### config.mk
export PLATFORM = sky130hd
export DESIGN_NAME = ssym_ctrl
export DESIGN_NICKNAME = d
export VERILOG_FILES = /design/src/hw/rtl/ssym_pkg.sv /design/src/hw/rtl/ssym_ctrl.sv
export SDC_FILE = /design/constraint.sdc
export NUM_CORES = 1
export LEC_CHECK = 0
export ABC_AREA = 1
export BUFFER_PORTS_ARGS = -buffer_cell sky130_fd_sc_hd__buf_2
export CAP_MARGIN = 20
export CORE_AREA = 2 2 39 41
export CTS_CLUSTER_SIZE = 20
export DETAILED_ROUTE_END_ITERATION = 12
export DIE_AREA = 0 0 41 43
export GPL_ROUTABILITY_DRIVEN = 0
export PLACE_DENSITY = 0.44
export SYNTH_ARGS = -nofsm -noshare
export SYNTH_HDL_FRONTEND = slang
export SYNTH_SLANG_ARGS = --single-unit
### constraint.sdc
create_clock -name clock -period 1.6 [get_ports clock]
set_input_delay 0 -clock clock [delete_from_list [all_inputs] [get_ports clock]]
set_output_delay 0 -clock clock [all_outputs]
set_load 0.05 [all_outputs]
### src/hw/rtl/ssym_pkg.sv
// Shared types, sizes and helpers for the scoped symbol table.
// Used by the controller, the datapath and the top level; depends on nothing.
package ssym_pkg;

   localparam int MAX_SYMBOLS = 256;
   localparam int MAX_DEPTH   = 16;
   localparam int NAME_BITS   = 16;

   localparam int KEY_IN_BITS    = 16;
   localparam int KIND_BITS      = 8;
   localparam int DEPTH_OUT_BITS = 4;
   localparam int SLOT_OUT_BITS  = 8;

   localparam int KEY_BITS   = (NAME_BITS < KEY_IN_BITS) ? NAME_BITS : KEY_IN_BITS;
   localparam int SLOT_BITS  = $clog2(MAX_SYMBOLS);
   localparam int COUNT_BITS = $clog2(MAX_SYMBOLS + 1);
   localparam int DEPTH_BITS = $clog2(MAX_DEPTH);

   typedef enum logic [1:0] {
      OP_OPEN   = 2'd0,
      OP_CLOSE  = 2'd1,
      OP_ADD    = 2'd2,
      OP_LOOKUP = 2'd3
   } op_type;

   typedef enum logic [1:0] {
      ST_OK          = 2'd0,
      ST_STORE_FULL  = 2'd1,
      ST_STACK_FULL  = 2'd2
   } status_type;

   typedef struct packed {
      op_type                 op;
      logic [KEY_IN_BITS-1:0] name_key;
      logic [KIND_BITS-1:0]   symbol_kind;
   } req_type;

   typedef struct packed {
      status_type                status;
      logic                      found;
      logic [KIND_BITS-1:0]      found_kind;
      logic [DEPTH_OUT_BITS-1:0] found_depth;
      logic [SLOT_OUT_BITS-1:0]  found_slot;
      logic [DEPTH_OUT_BITS-1:0] current_depth;
   } rsp_type;

   typedef enum logic [2:0] {
      S_IDLE,
      S_OPEN,
      S_CLOSE,
      S_ADD,
      S_LK_RD,
      S_LK_BOUND,
      S_LK_SCAN,
      S_LK_DONE
   } ctrl_state_type;

   // Commands from the controller to the datapath.
   typedef struct packed {
      logic latch_req;
      logic do_open;
      logic do_close;
      logic do_add;
      logic scan_rd;
      logic lk_bound;
      logic lk_issue;
      logic lk_advance;
      logic lk_finish;
   } cmd_type;

   // Status from the datapath to the controller.
   typedef struct packed {
      logic idx_at_bound;
      logic depth_at_level;
   } stat_type;

   function automatic logic [DEPTH_OUT_BITS-1:0] depth_field(input logic [DEPTH_BITS-1:0] d);
      logic [63:0] w;
      w = 64'(d);
      return w[DEPTH_OUT_BITS-1:0];
   endfunction

   function automatic logic [SLOT_OUT_BITS-1:0] slot_field(input logic [SLOT_BITS-1:0] s);
      logic [63:0] w;
      w = 64'(s);
      return w[SLOT_OUT_BITS-1:0];
   endfunction

endpackage

### src/hw/rtl/ssym_ctrl.sv
// Sequencing state machine of the scoped symbol table.
// Depends on ssym_pkg; drives the command struct of ssym_dpath.
module ssym_ctrl (
   input  logic              clock,
   input  logic              reset,
   input  logic              start,
   input  ssym_pkg::op_type  req_op,
   input  ssym_pkg::stat_type stat,
   output logic              busy,
   output ssym_pkg::cmd_type cmd
);

   ssym_pkg::ctrl_state_type state_ff, state_in;

   always_ff @(posedge clock) begin
      if (reset) begin
         state_ff <= ssym_pkg::S_IDLE;
      end else begin
         state_ff <= state_in;
      end
   end

   always_comb begin
      state_in = state_ff;
      unique case (state_ff)
         ssym_pkg::S_IDLE: begin
            if (start) begin
               unique case (req_op)
                  ssym_pkg::OP_OPEN:   state_in = ssym_pkg::S_OPEN;
                  ssym_pkg::OP_CLOSE:  state_in = ssym_pkg::S_CLOSE;
                  ssym_pkg::OP_ADD:    state_in = ssym_pkg::S_ADD;
                  ssym_pkg::OP_LOOKUP: state_in = ssym_pkg::S_LK_RD;
                  default:             state_in = ssym_pkg::S_IDLE;
               endcase
            end
         end
         ssym_pkg::S_OPEN, ssym_pkg::S_CLOSE, ssym_pkg::S_ADD: begin
            state_in = ssym_pkg::S_IDLE;
         end
         ssym_pkg::S_LK_RD: begin
            state_in = ssym_pkg::S_LK_BOUND;
         end
         ssym_pkg::S_LK_BOUND: begin
            state_in = ssym_pkg::S_LK_SCAN;
         end
         ssym_pkg::S_LK_SCAN: begin
            if (stat.idx_at_bound) begin
               state_in = stat.depth_at_level ? ssym_pkg::S_LK_DONE : ssym_pkg::S_LK_RD;
            end
         end
         ssym_pkg::S_LK_DONE: begin
            state_in = ssym_pkg::S_IDLE;
         end
         default: begin
            state_in = ssym_pkg::S_IDLE;
         end
      endcase
   end

   always_comb begin
      cmd  = '0;
      busy = 1'b1;
      unique case (state_ff)
         ssym_pkg::S_IDLE: begin
            busy          = 1'b0;
            cmd.latch_req = start;
         end
         ssym_pkg::S_OPEN:     cmd.do_open  = 1'b1;
         ssym_pkg::S_CLOSE:    cmd.do_close = 1'b1;
         ssym_pkg::S_ADD:      cmd.do_add   = 1'b1;
         ssym_pkg::S_LK_RD:    cmd.scan_rd  = 1'b1;
         ssym_pkg::S_LK_BOUND: cmd.lk_bound = 1'b1;
         ssym_pkg::S_LK_SCAN: begin
            cmd.lk_issue   = !stat.idx_at_bound;
            cmd.lk_advance = stat.idx_at_bound && !stat.depth_at_level;
         end
         ssym_pkg::S_LK_DONE:  cmd.lk_finish = 1'b1;
         default: begin
            busy = 1'b1;
         end
      endcase
   end

endmodule

==> impl_metrics.tcl, run 1 <==
set metrics [dict create \
    outcome "completed" \
    place.port_buffers 16 \
    antenna_left 0 \
    area_growth_syn_to_layout_pct 37.2 \
    chipWidth_um 41 \
    clkTransAtPathRegs_ns 0.04 \
    num-nets-final 77 \
    timing.critical_path.arrival_ns 1.29 \
    die_y_um 43 \
    maxClockFrequency_ghz 0.776 \
    cpLargestDelayFamily "flip-flops" \
    ys_seq_elements 3 \
    grt_antenna_before_repair 0 \
    required_ns 1.60 \
    post_synth_num_cell_types 17 \
    setup_viol 0 \
    reg_top3 "state_ff (3)" \
    cp-start-kind "register" \
    largest_fanout_on_the_critical_path 9 \
    fin_skew_ns 0.00144 \
    critical-path-slowest-cell "sky130_fd_sc_hd__dfxtp_1" \
    min_delay_worst_endpoint "state_ff[2]" \
    first_global_vias 277 \
    holdCritPathClass "in2reg" \
    num_rows 14 \
    synthesis.instances 47 \
    endpoint_kind "output port" \
    finalHoldWorstSlack_ns 0.166 \
    mostFrequentLayoutCell "sky130_fd_sc_hd__buf_2" \
    power.leakage_nw 0.266 \
    syn_avg_cell_area_um2 6.87 \
    layout_common_cells "16 x sky130_fd_sc_hd__buf_2, 8 x sky130_fd_sc_hd__inv_1, 6 x sky130_fd_sc_hd__nand2_1" \
    drt_first_iter_violations 7 \
    max_slew_margin_pct 78.9 \
    crit-reg2reg-launch "state_ff[2]" \
    registers.top_by_ff_count "state_ff" \
    dp_hpwl_um 569 \
    cts_num_sinks 3 \
    vias_per_cell 4.20 \
    tritoncts "yes" \
    grt_remaining_overflow 0 \
    max_cap_viol_count 0 \
    timing.final.max_slew_violations 0 \
    routedWlPerCell_um 8.13 \
    powerDensity_nw_per_um2 928 \
    numCtsBuffers 3 \
    hp-start "start" \
    detail_route.first_pass.iterations 4 \
    grt_first_pass_wirelength_um 1060 \
    route.detailed.drc 0 \
    worstPathCellList "inv_2 > nor3_1 > buf_2" \
    seq_area_frac_synth_pct 18.6 \
    synthesis.nets 57 \
    core-area_um2 1380 \
    mappedNetlistArea_um2 323 \
    floorplan.die_area_um2 1760 \
    final_report_hold_violation_count 0 \
    synthesis.yosys.warnings 0 \
    rr_worst_depth 5 \
    critical_path.reg2reg.endpoint "state_ff[1]" \
    reg2reg_slack_ns 0.56 \
    layout_worst_path_cycle_share_pct 80.6 \
    multi_input_area_um2 209 \
    max_slew.worst_pin.slew_ns 0.317 \
    root_driver "sky130_fd_sc_hd__clkbuf_4" \
    n_fill_cell 167 \
    seqCellArea_um2 60.1 \
    htreeDepth 1 \
    detailroute.via_count 344 \
    drt_wl_total_um 667 \
    max-vdd-ir-drop_uv 366 \
    critPathBufInv 2 \
    total_power_mw 0.411 \
    worstHoldPathCells 5 \
    initial_utilization_pct 23.3 \
    fin_crit_ns 1.29 \
    cts_setup_buffers 0 \
    setup.worst_path.class "reg2out" \
    setup-tns-final_ns 0 \
    ios 17 \
    grt_max_degree 10 \
    grt_setup_unrepaired "false" \
    final_layout_size_suffix_gt1_share_pct 43.9 \
    tot_gr_track_use_pct 8.73 \
    worst_path_largest_cell_delay_ns 0.47 \
    antenna-diode-count 0 \
    clk_lat_worst_skew_ns 0.23 \
    ctsLongestPathBuffers 2 \
    largest_register_ffs 3 \
]
## cell usage after synthesis
master                    count  area share (%)
sky130_fd_sc_hd__nand3_1      4             6.2
sky130_fd_sc_hd__nand2_4      1             3.5
sky130_fd_sc_hd__nand4_1      2             3.9
sky130_fd_sc_hd__nand2_1      6             7.0
sky130_fd_sc_hd__ha_1         3              12
sky130_fd_sc_hd__nor2_1       5             5.8
sky130_fd_sc_hd__buf_2        1             1.5
sky130_fd_sc_hd__nand2_2      2             3.9
sky130_fd_sc_hd__nor3b_2      1             3.9
sky130_fd_sc_hd__nand3_2      1             3.1
sky130_fd_sc_hd__a21oi_2      1             2.7
sky130_fd_sc_hd__buf_6        1             3.5
sky130_fd_sc_hd__nor3_1       4             6.2
sky130_fd_sc_hd__inv_1        8             9.3
sky130_fd_sc_hd__dfxtp_1      3              19
sky130_fd_sc_hd__inv_2        2             2.3
sky130_fd_sc_hd__nor2_4       2             7.0
## worst max path at each step
stage                start  slack, ns  depth (start not counted)          end
6_report       state_ff[2]       0.31                          3       cmd[4]
5_1_grt        state_ff[2]       0.23                          3       cmd[4]
4_1_cts        state_ff[2]       0.32                          3       cmd[4]
3_5_place_dp   state_ff[2]       0.57                          5  state_ff[1]
3_3_place_gp   state_ff[1]       0.56                          5  state_ff[1]
2_1_floorplan  state_ff[2]       0.01                          3       cmd[4]
## cell type report
class	count	area share, %
inverter	10	8.47
clock buffer	4	5.93
timing repair buffer	17	20.3
multi-input combinational	32	47.2
tap	16	4.52
sequential	3	13.6
## worst register-to-register path: stages, from the launching register on
cell	delay [ns]
sky130_fd_sc_hd__dfxtp_1	0.47
sky130_fd_sc_hd__inv_2	0.14
sky130_fd_sc_hd__nand3_2	0.12
sky130_fd_sc_hd__nand2_2	0.07
sky130_fd_sc_hd__nor2_1	0.11
sky130_fd_sc_hd__nor2_1	0.04
## per-layer routing
layer  global-route usage (%)  vias to the layer above  routed length [µm]  part of all wire [%]
met5                        0                        -                   0                     0
met4                     6.00                        0                  16                   2.4
met1                     11.5                      139                 313                    47
li1                         -                      185                   -                     -
met3                        0                        2                  76                    11
met2                     13.1                       18                 260                    39
## stage by stage
stage / utilization, % / setup slack, ns / area, µm² / instances
2_1_floorplan: - / 0.0116 / 323 / 47
3_3_place_gp: 29.4 / 0.565 / 407 / 77
3_5_place_dp: 29.4 / 0.572 / 407 / 77
4_1_cts: 32.0 / 0.323 / 443 / 82
5_1_grt: 32.0 / 0.228 / 443 / 82
6_report: 32.0 / 0.311 / 443 / 82
## cell families (layout without fill, tap and decap cells)
group / after synthesis / in the layout / share of synthesized area, %
buffers and inverters: 12 / 31 / 16.7
AO/OA/AOI/OAI: 1 / 1 / 2.71
flip-flops: 3 / 3 / 18.6
AND/OR/NAND/NOR: 28 / 28 / 50.4
adder cells (fa/ha/maj): 3 / 3 / 11.6
## power by group
group	switching (mW)	total [mW]	internal [mW]	leakage, nW
registers	0.0182	0.101	0.0832	0.0246
logic	0.126	0.179	0.0522	0.227
clock network	0.0377	0.131	0.0934	0.0150
## what timing repair did
action	in CTS	in global routing
endpoints found under the hold margin	2	0
resized for setup	0	0
hold buffers	1	0
(Power assumes the default switching activity.)
==> inputs of run 2 (changes only) <==
==> constraint.sdc (replaced) <==
create_clock -name clock -period 1.3 [get_ports clock]
set_input_delay 0 -clock clock [delete_from_list [all_inputs] [get_ports clock]]
set_output_delay 0 -clock clock [all_outputs]
set_load 0.05 [all_outputs]
==> run 2 against run 1 <==
Compared with the run above: clock skew is 0.00063 ns lower; clock-buffer cell count unchanged; sequential share of layout area up 0.11 points; global-route usage shrank 0.20 points; clock power increased by 22%; highest routed layer is now met3.
==> impl_metrics.tcl, run 2 (synthesis results as in run 1) <==
set metrics [dict create \
    dp_hpwl_um 557 \
    drt_wl_total_um 649 \
    antenna-diode-count 0 \
    antenna_left 0 \
    grt_remaining_overflow 0 \
    route.met2.wl_um 271 \
    cpLargestDelayFamily "flip-flops" \
    routed-wl-met3_um 58 \
    critPathBufInv 1 \
    n_fill_cell 161 \
    powerDensity_nw_per_um2 1100 \
    vias_per_cell 4.05 \
    htreeDepth 1 \
    topRoutingLayerUsed "met3" \
    ctsLongestPathBuffers 2 \
    power.leakage_nw 0.279 \
    core-area_um2 1380 \
    clk_lat_worst_skew_ns 0.23 \
    layout_common_cells "16 x sky130_fd_sc_hd__buf_2, 8 x sky130_fd_sc_hd__inv_1, 6 x sky130_fd_sc_hd__nand2_1" \
    fin_skew_ns 0.000808 \
    max_slew_margin_pct 83.6 \
    total_power_mw 0.514 \
    detail_route.first_pass.iterations 4 \
    chipWidth_um 41 \
    worstPathCellList "nor2_4 > nand2_4 > nor2_4 > buf_2" \
    registers.top_by_ff_count "state_ff" \
    slack_of_the_critical_path_ns 0.101 \
    critical-path-slowest-cell "sky130_fd_sc_hd__dfxtp_2" \
    setup_viol 0 \
    cts_num_sinks 3 \
    grt_first_pass_wirelength_um 1030 \
    setup.worst_path.class "reg2out" \
    fin_crit_ns 1.20 \
    critical_path.most_common_cell "sky130_fd_sc_hd__nor2_4" \
    num_rows 14 \
    holdCritPathClass "in2reg" \
    endpoint_kind "output port" \
    route.detailed.drc 0 \
    final_layout_size_suffix_gt1_share_pct 54.5 \
    mostFrequentLayoutCell "sky130_fd_sc_hd__buf_2" \
    first_global_vias 268 \
    largest_register_ffs 3 \
    floorplan.die_area_um2 1760 \
    grt_setup_unrepaired "false" \
    cp-start-kind "register" \
    max-vdd-ir-drop_uv 439 \
    timing.critical_path.arrival_ns 1.20 \
    reg_top3 "state_ff (3)" \
    initial_utilization_pct 23.3 \
    grt_antenna_before_repair 0 \
    max_slew.worst_pin.slew_ns 0.248 \
    root_driver "sky130_fd_sc_hd__clkbuf_4" \
    max_cap_viol_count 0 \
    detailroute.via_count 332 \
    die_y_um 43 \
    tritoncts "yes" \
    place_worst_setup_slack_ns 0.214 \
    worst_path_largest_cell_delay_ns 0.36 \
    numCtsBuffers 3 \
    clkTransAtPathRegs_ns 0.04 \
    routedWlPerCell_um 7.91 \
    num-nets-final 77 \
    drt_first_iter_violations 6 \
    maxClockFrequency_ghz 0.834 \
    tot_gr_track_use_pct 8.53 \
    largest_fanout_on_the_critical_path 8 \
    final_report_hold_violation_count 0 \
    grt_max_degree 10 \
    layout_worst_path_cycle_share_pct 92.2 \
    outcome "completed" \
    timing.final.max_slew_violations 0 \
    required_ns 1.30 \
    setup-tns-final_ns 0 \
    cts_setup_buffers 0 \
    place.port_buffers 16 \
    ios 17 \
    area_growth_syn_to_layout_pct 44.6 \
    routedLengthMet1_um 318 \
]
[run 2: cell count changes in the layout (fill, tap and decap cells not counted)]
cell and change:
sky130_fd_sc_hd__dfxtp_1 -3, sky130_fd_sc_hd__nor3_2 +4, sky130_fd_sc_hd__dfxtp_2 +3, sky130_fd_sc_hd__nor3_1 -4
[run 2: worst register-to-register path: stages, from the launching register on]
cell and delay (ns):
sky130_fd_sc_hd__dfxtp_2 0.42, sky130_fd_sc_hd__inv_2 0.12, sky130_fd_sc_hd__nand3_2 0.11, sky130_fd_sc_hd__nand2_2 0.07
sky130_fd_sc_hd__nor2_1 0.10, sky130_fd_sc_hd__nor2_1 0.04
[run 2: path summary, 6_finish.rpt]
kind              slack, ns           to         from  cells past startpoint
setup / recovery       0.10       cmd[8]  state_ff[1]                      4
hold / removal         0.17  state_ff[2]        start                      5
setup reg to reg       0.34  state_ff[1]  state_ff[2]                      5
hold reg to reg        0.57  state_ff[2]  state_ff[2]                      2
[run 2: metal layers]
layer	track usage, %	vias up
met4	4.00	0
met3	3.14	0
li1	-	185
met5	0	-
met2	11.6	13
met1	11.5	134
[run 2: repair_timing]
action                                  4_1_cts  5_1_grt
hold buffers                                  1        0
resized for setup                             0        3
endpoints found under the hold margin         2        0
endpoints found under the setup margin        0        9
[run 2: report_power, final]
| part | switching (mW) | internal, mW | leakage, nW |
|---|---|---|---|
| sequential | 0.0250 | 0.105 | 0.0258 |
| combinational | 0.157 | 0.0663 | 0.238 |
| clock | 0.0453 | 0.115 | 0.0150 |
| total | 0.228 | 0.286 | 0.279 |
[run 2: stage by stage]
step	hold slack (ns)	area [µm²]	std cells	util [%]
after floorplan	0.0624	343	47	-
after global placement	0.211	427	77	30.8
after detailed placement	0.210	427	77	30.8
after CTS	0.169	463	82	33.5
after global routing	0.170	467	82	33.7
final	0.166	467	82	33.7
[run 2: area by class of cell]
class / instances / area, µm² / share of cell area [%]
multi-input cells: 32 / 229 / 49.1
inverters: 10 / 37.5 / 8.04
clock buffers: 4 / 26.3 / 5.63
well taps: 16 / 20.0 / 4.29
repair buffers: 17 / 90.1 / 19.3
flip-flops and latches: 3 / 63.8 / 13.7
==> inputs of run 3 (changes only) <==
--- a/config.mk
+++ b/config.mk
@@ -13,7 +13,7 @@
 export DETAILED_ROUTE_END_ITERATION = 12
 export DIE_AREA = 0 0 41 43
 export GPL_ROUTABILITY_DRIVEN = 0
-export PLACE_DENSITY = 0.44
+export PLACE_DENSITY = 0.53
 export SYNTH_ARGS = -nofsm -noshare
 export SYNTH_HDL_FRONTEND = slang
 export SYNTH_SLANG_ARGS = --single-unit
==> run 3 against run 2 <==
Compared with the run above: combinational power hardly changed; final cell count stayed put; total power is 0.27% lower; flip-flop and latch count stayed put; non-clock buffer count stayed put; critical path type unchanged.
==> impl_metrics.tcl, run 3 (synthesis results as in run 1) <==
set metrics [dict create \
    cp-start-kind "register" \
    floorplan.die_area_um2 1760 \
    final_cell_count_no_fill 82 \
    final_report_hold_violation_count 0 \
    grt_max_degree 10 \
    antenna-diode-count 0 \
    detail_route.first_pass.iterations 2 \
    antenna_left 0 \
    initial_utilization_pct 23.3 \
    timing.critical_path.arrival_ns 1.20 \
    place_worst_setup_slack_ns 0.183 \
    first_global_vias 322 \
    largest_register_ffs 3 \
    area_growth_syn_to_layout_pct 44.6 \
    die_y_um 43 \
    cts_num_sinks 3 \
    num-nets-final 77 \
    required_ns 1.30 \
    grt_first_pass_wirelength_um 1210 \
    reg_top3 "state_ff (3)" \
    largest_fanout_on_the_critical_path 8 \
    vias_per_cell 4.06 \
    core-area_um2 1380 \
    dp_hpwl_um 588 \
    fin_crit_ns 1.20 \
    setup-tns-final_ns 0 \
    htreeDepth 1 \
    crit-reg2reg-launch "state_ff[2]" \
    clkTransAtPathRegs_ns 0.04 \
    mostFrequentLayoutCell "sky130_fd_sc_hd__buf_2" \
    fin_skew_ns 0.00136 \
    numCtsBuffers 3 \
    setup.worst_path.class "reg2out" \
    layout_common_cells "16 x sky130_fd_sc_hd__buf_2, 8 x sky130_fd_sc_hd__inv_1, 6 x sky130_fd_sc_hd__nand2_1" \
    max-vdd-ir-drop_uv 323 \
    drt_wl_total_um 676 \
    cts_setup_buffers 0 \
    routedWlPerCell_um 8.24 \
    grt_antenna_before_repair 0 \
    registers.top_by_ff_count "state_ff" \
    slack_of_the_critical_path_ns 0.104 \
    chipWidth_um 41 \
    worst_setup_path_startpoint "state_ff[1]" \
    ios 17 \
    ctsLongestPathBuffers 2 \
    total_power_mw 0.512 \
    hp-start "start" \
    detailroute.via_count 333 \
    power.leakage_nw 0.279 \
    endpoint_kind "output port" \
    max_slew.worst_pin.slew_ns 0.253 \
    tritoncts "yes" \
    drt_first_iter_violations 4 \
    maxClockFrequency_ghz 0.836 \
    clk_lat_worst_skew_ns 0.23 \
    final_layout_size_suffix_gt1_share_pct 54.5 \
    num_rows 14 \
    layout_worst_path_cycle_share_pct 92.0 \
    grt_setup_unrepaired "false" \
    setup_viol 0 \
    max_slew_margin_pct 83.2 \
    max_cap_viol_count 0 \
    place.port_buffers 16 \
    tot_gr_track_use_pct 10.1 \
    root_driver "sky130_fd_sc_hd__clkbuf_4" \
    placed_cells 77 \
    outcome "completed" \
    final_core_utilization_pct 33.7 \
    grt_remaining_overflow 0 \
    holdCritPathClass "in2reg" \
    route.detailed.drc 0 \
    timing.final.max_slew_violations 0 \
    powerDensity_nw_per_um2 1100 \
]
-- run 3: cell counts in the layout (fill, tap and decap cells not counted) --
Identical to the previous run, type by type.
-- run 3: stage by stage --
stage / hold WS, ns / instance area, µm²
detailed placement: 0.214 / 427
CTS: 0.163 / 464
global route: 0.198 / 467
global placement: 0.204 / 427
floorplan: 0.0624 / 343
finish: 0.168 / 467
-- run 3: worst paths after layout --
path                      end  slack [ns]  cells after the start
setup / recovery       cmd[8]        0.10                      4
hold / removal    state_ff[2]        0.17                      5
setup reg to reg  state_ff[1]        0.34                      5
hold reg to reg   state_ff[2]        0.56                      2
-- run 3: layout make-up --
class	instances	area (µm²)
tap	16	20.0
fill	164	917
clock buffer	4	26.3
multi-input combinational	32	229
inverter	10	37.5
timing repair buffer	17	90.1
sequential	3	63.8
-- run 3: power by group --
part           switching, mW  leakage [nW]  internal (mW)
Sequential            0.0242        0.0258          0.105
Clock                 0.0457        0.0150          0.115
Combinational          0.157         0.238         0.0662
Total                  0.226         0.279          0.286
-- run 3: layer usage --
layer  global-route usage [%]  wire, µm  up-vias
met2                     15.0       328       11
li1                         -         -      185
met4                     6.00         0        0
met3                     3.14        57        0
met5                        0         0        -
met1                     12.2       291      137
-- run 3: what timing repair did --
item	in CTS	in global routing
hold endpoints to repair	2	0
setup endpoints to repair	1	7
hold buffers	1	0
gates resized for setup	1	2
-- run 3: worst max-delay path: stages (launching register included) --
cell and delay, ns:
sky130_fd_sc_hd__dfxtp_2 0.36, sky130_fd_sc_hd__nor2_4 0.18, sky130_fd_sc_hd__nand2_4 0.07, sky130_fd_sc_hd__nor2_4 0.09, sky130_fd_sc_hd__buf_2 0.26
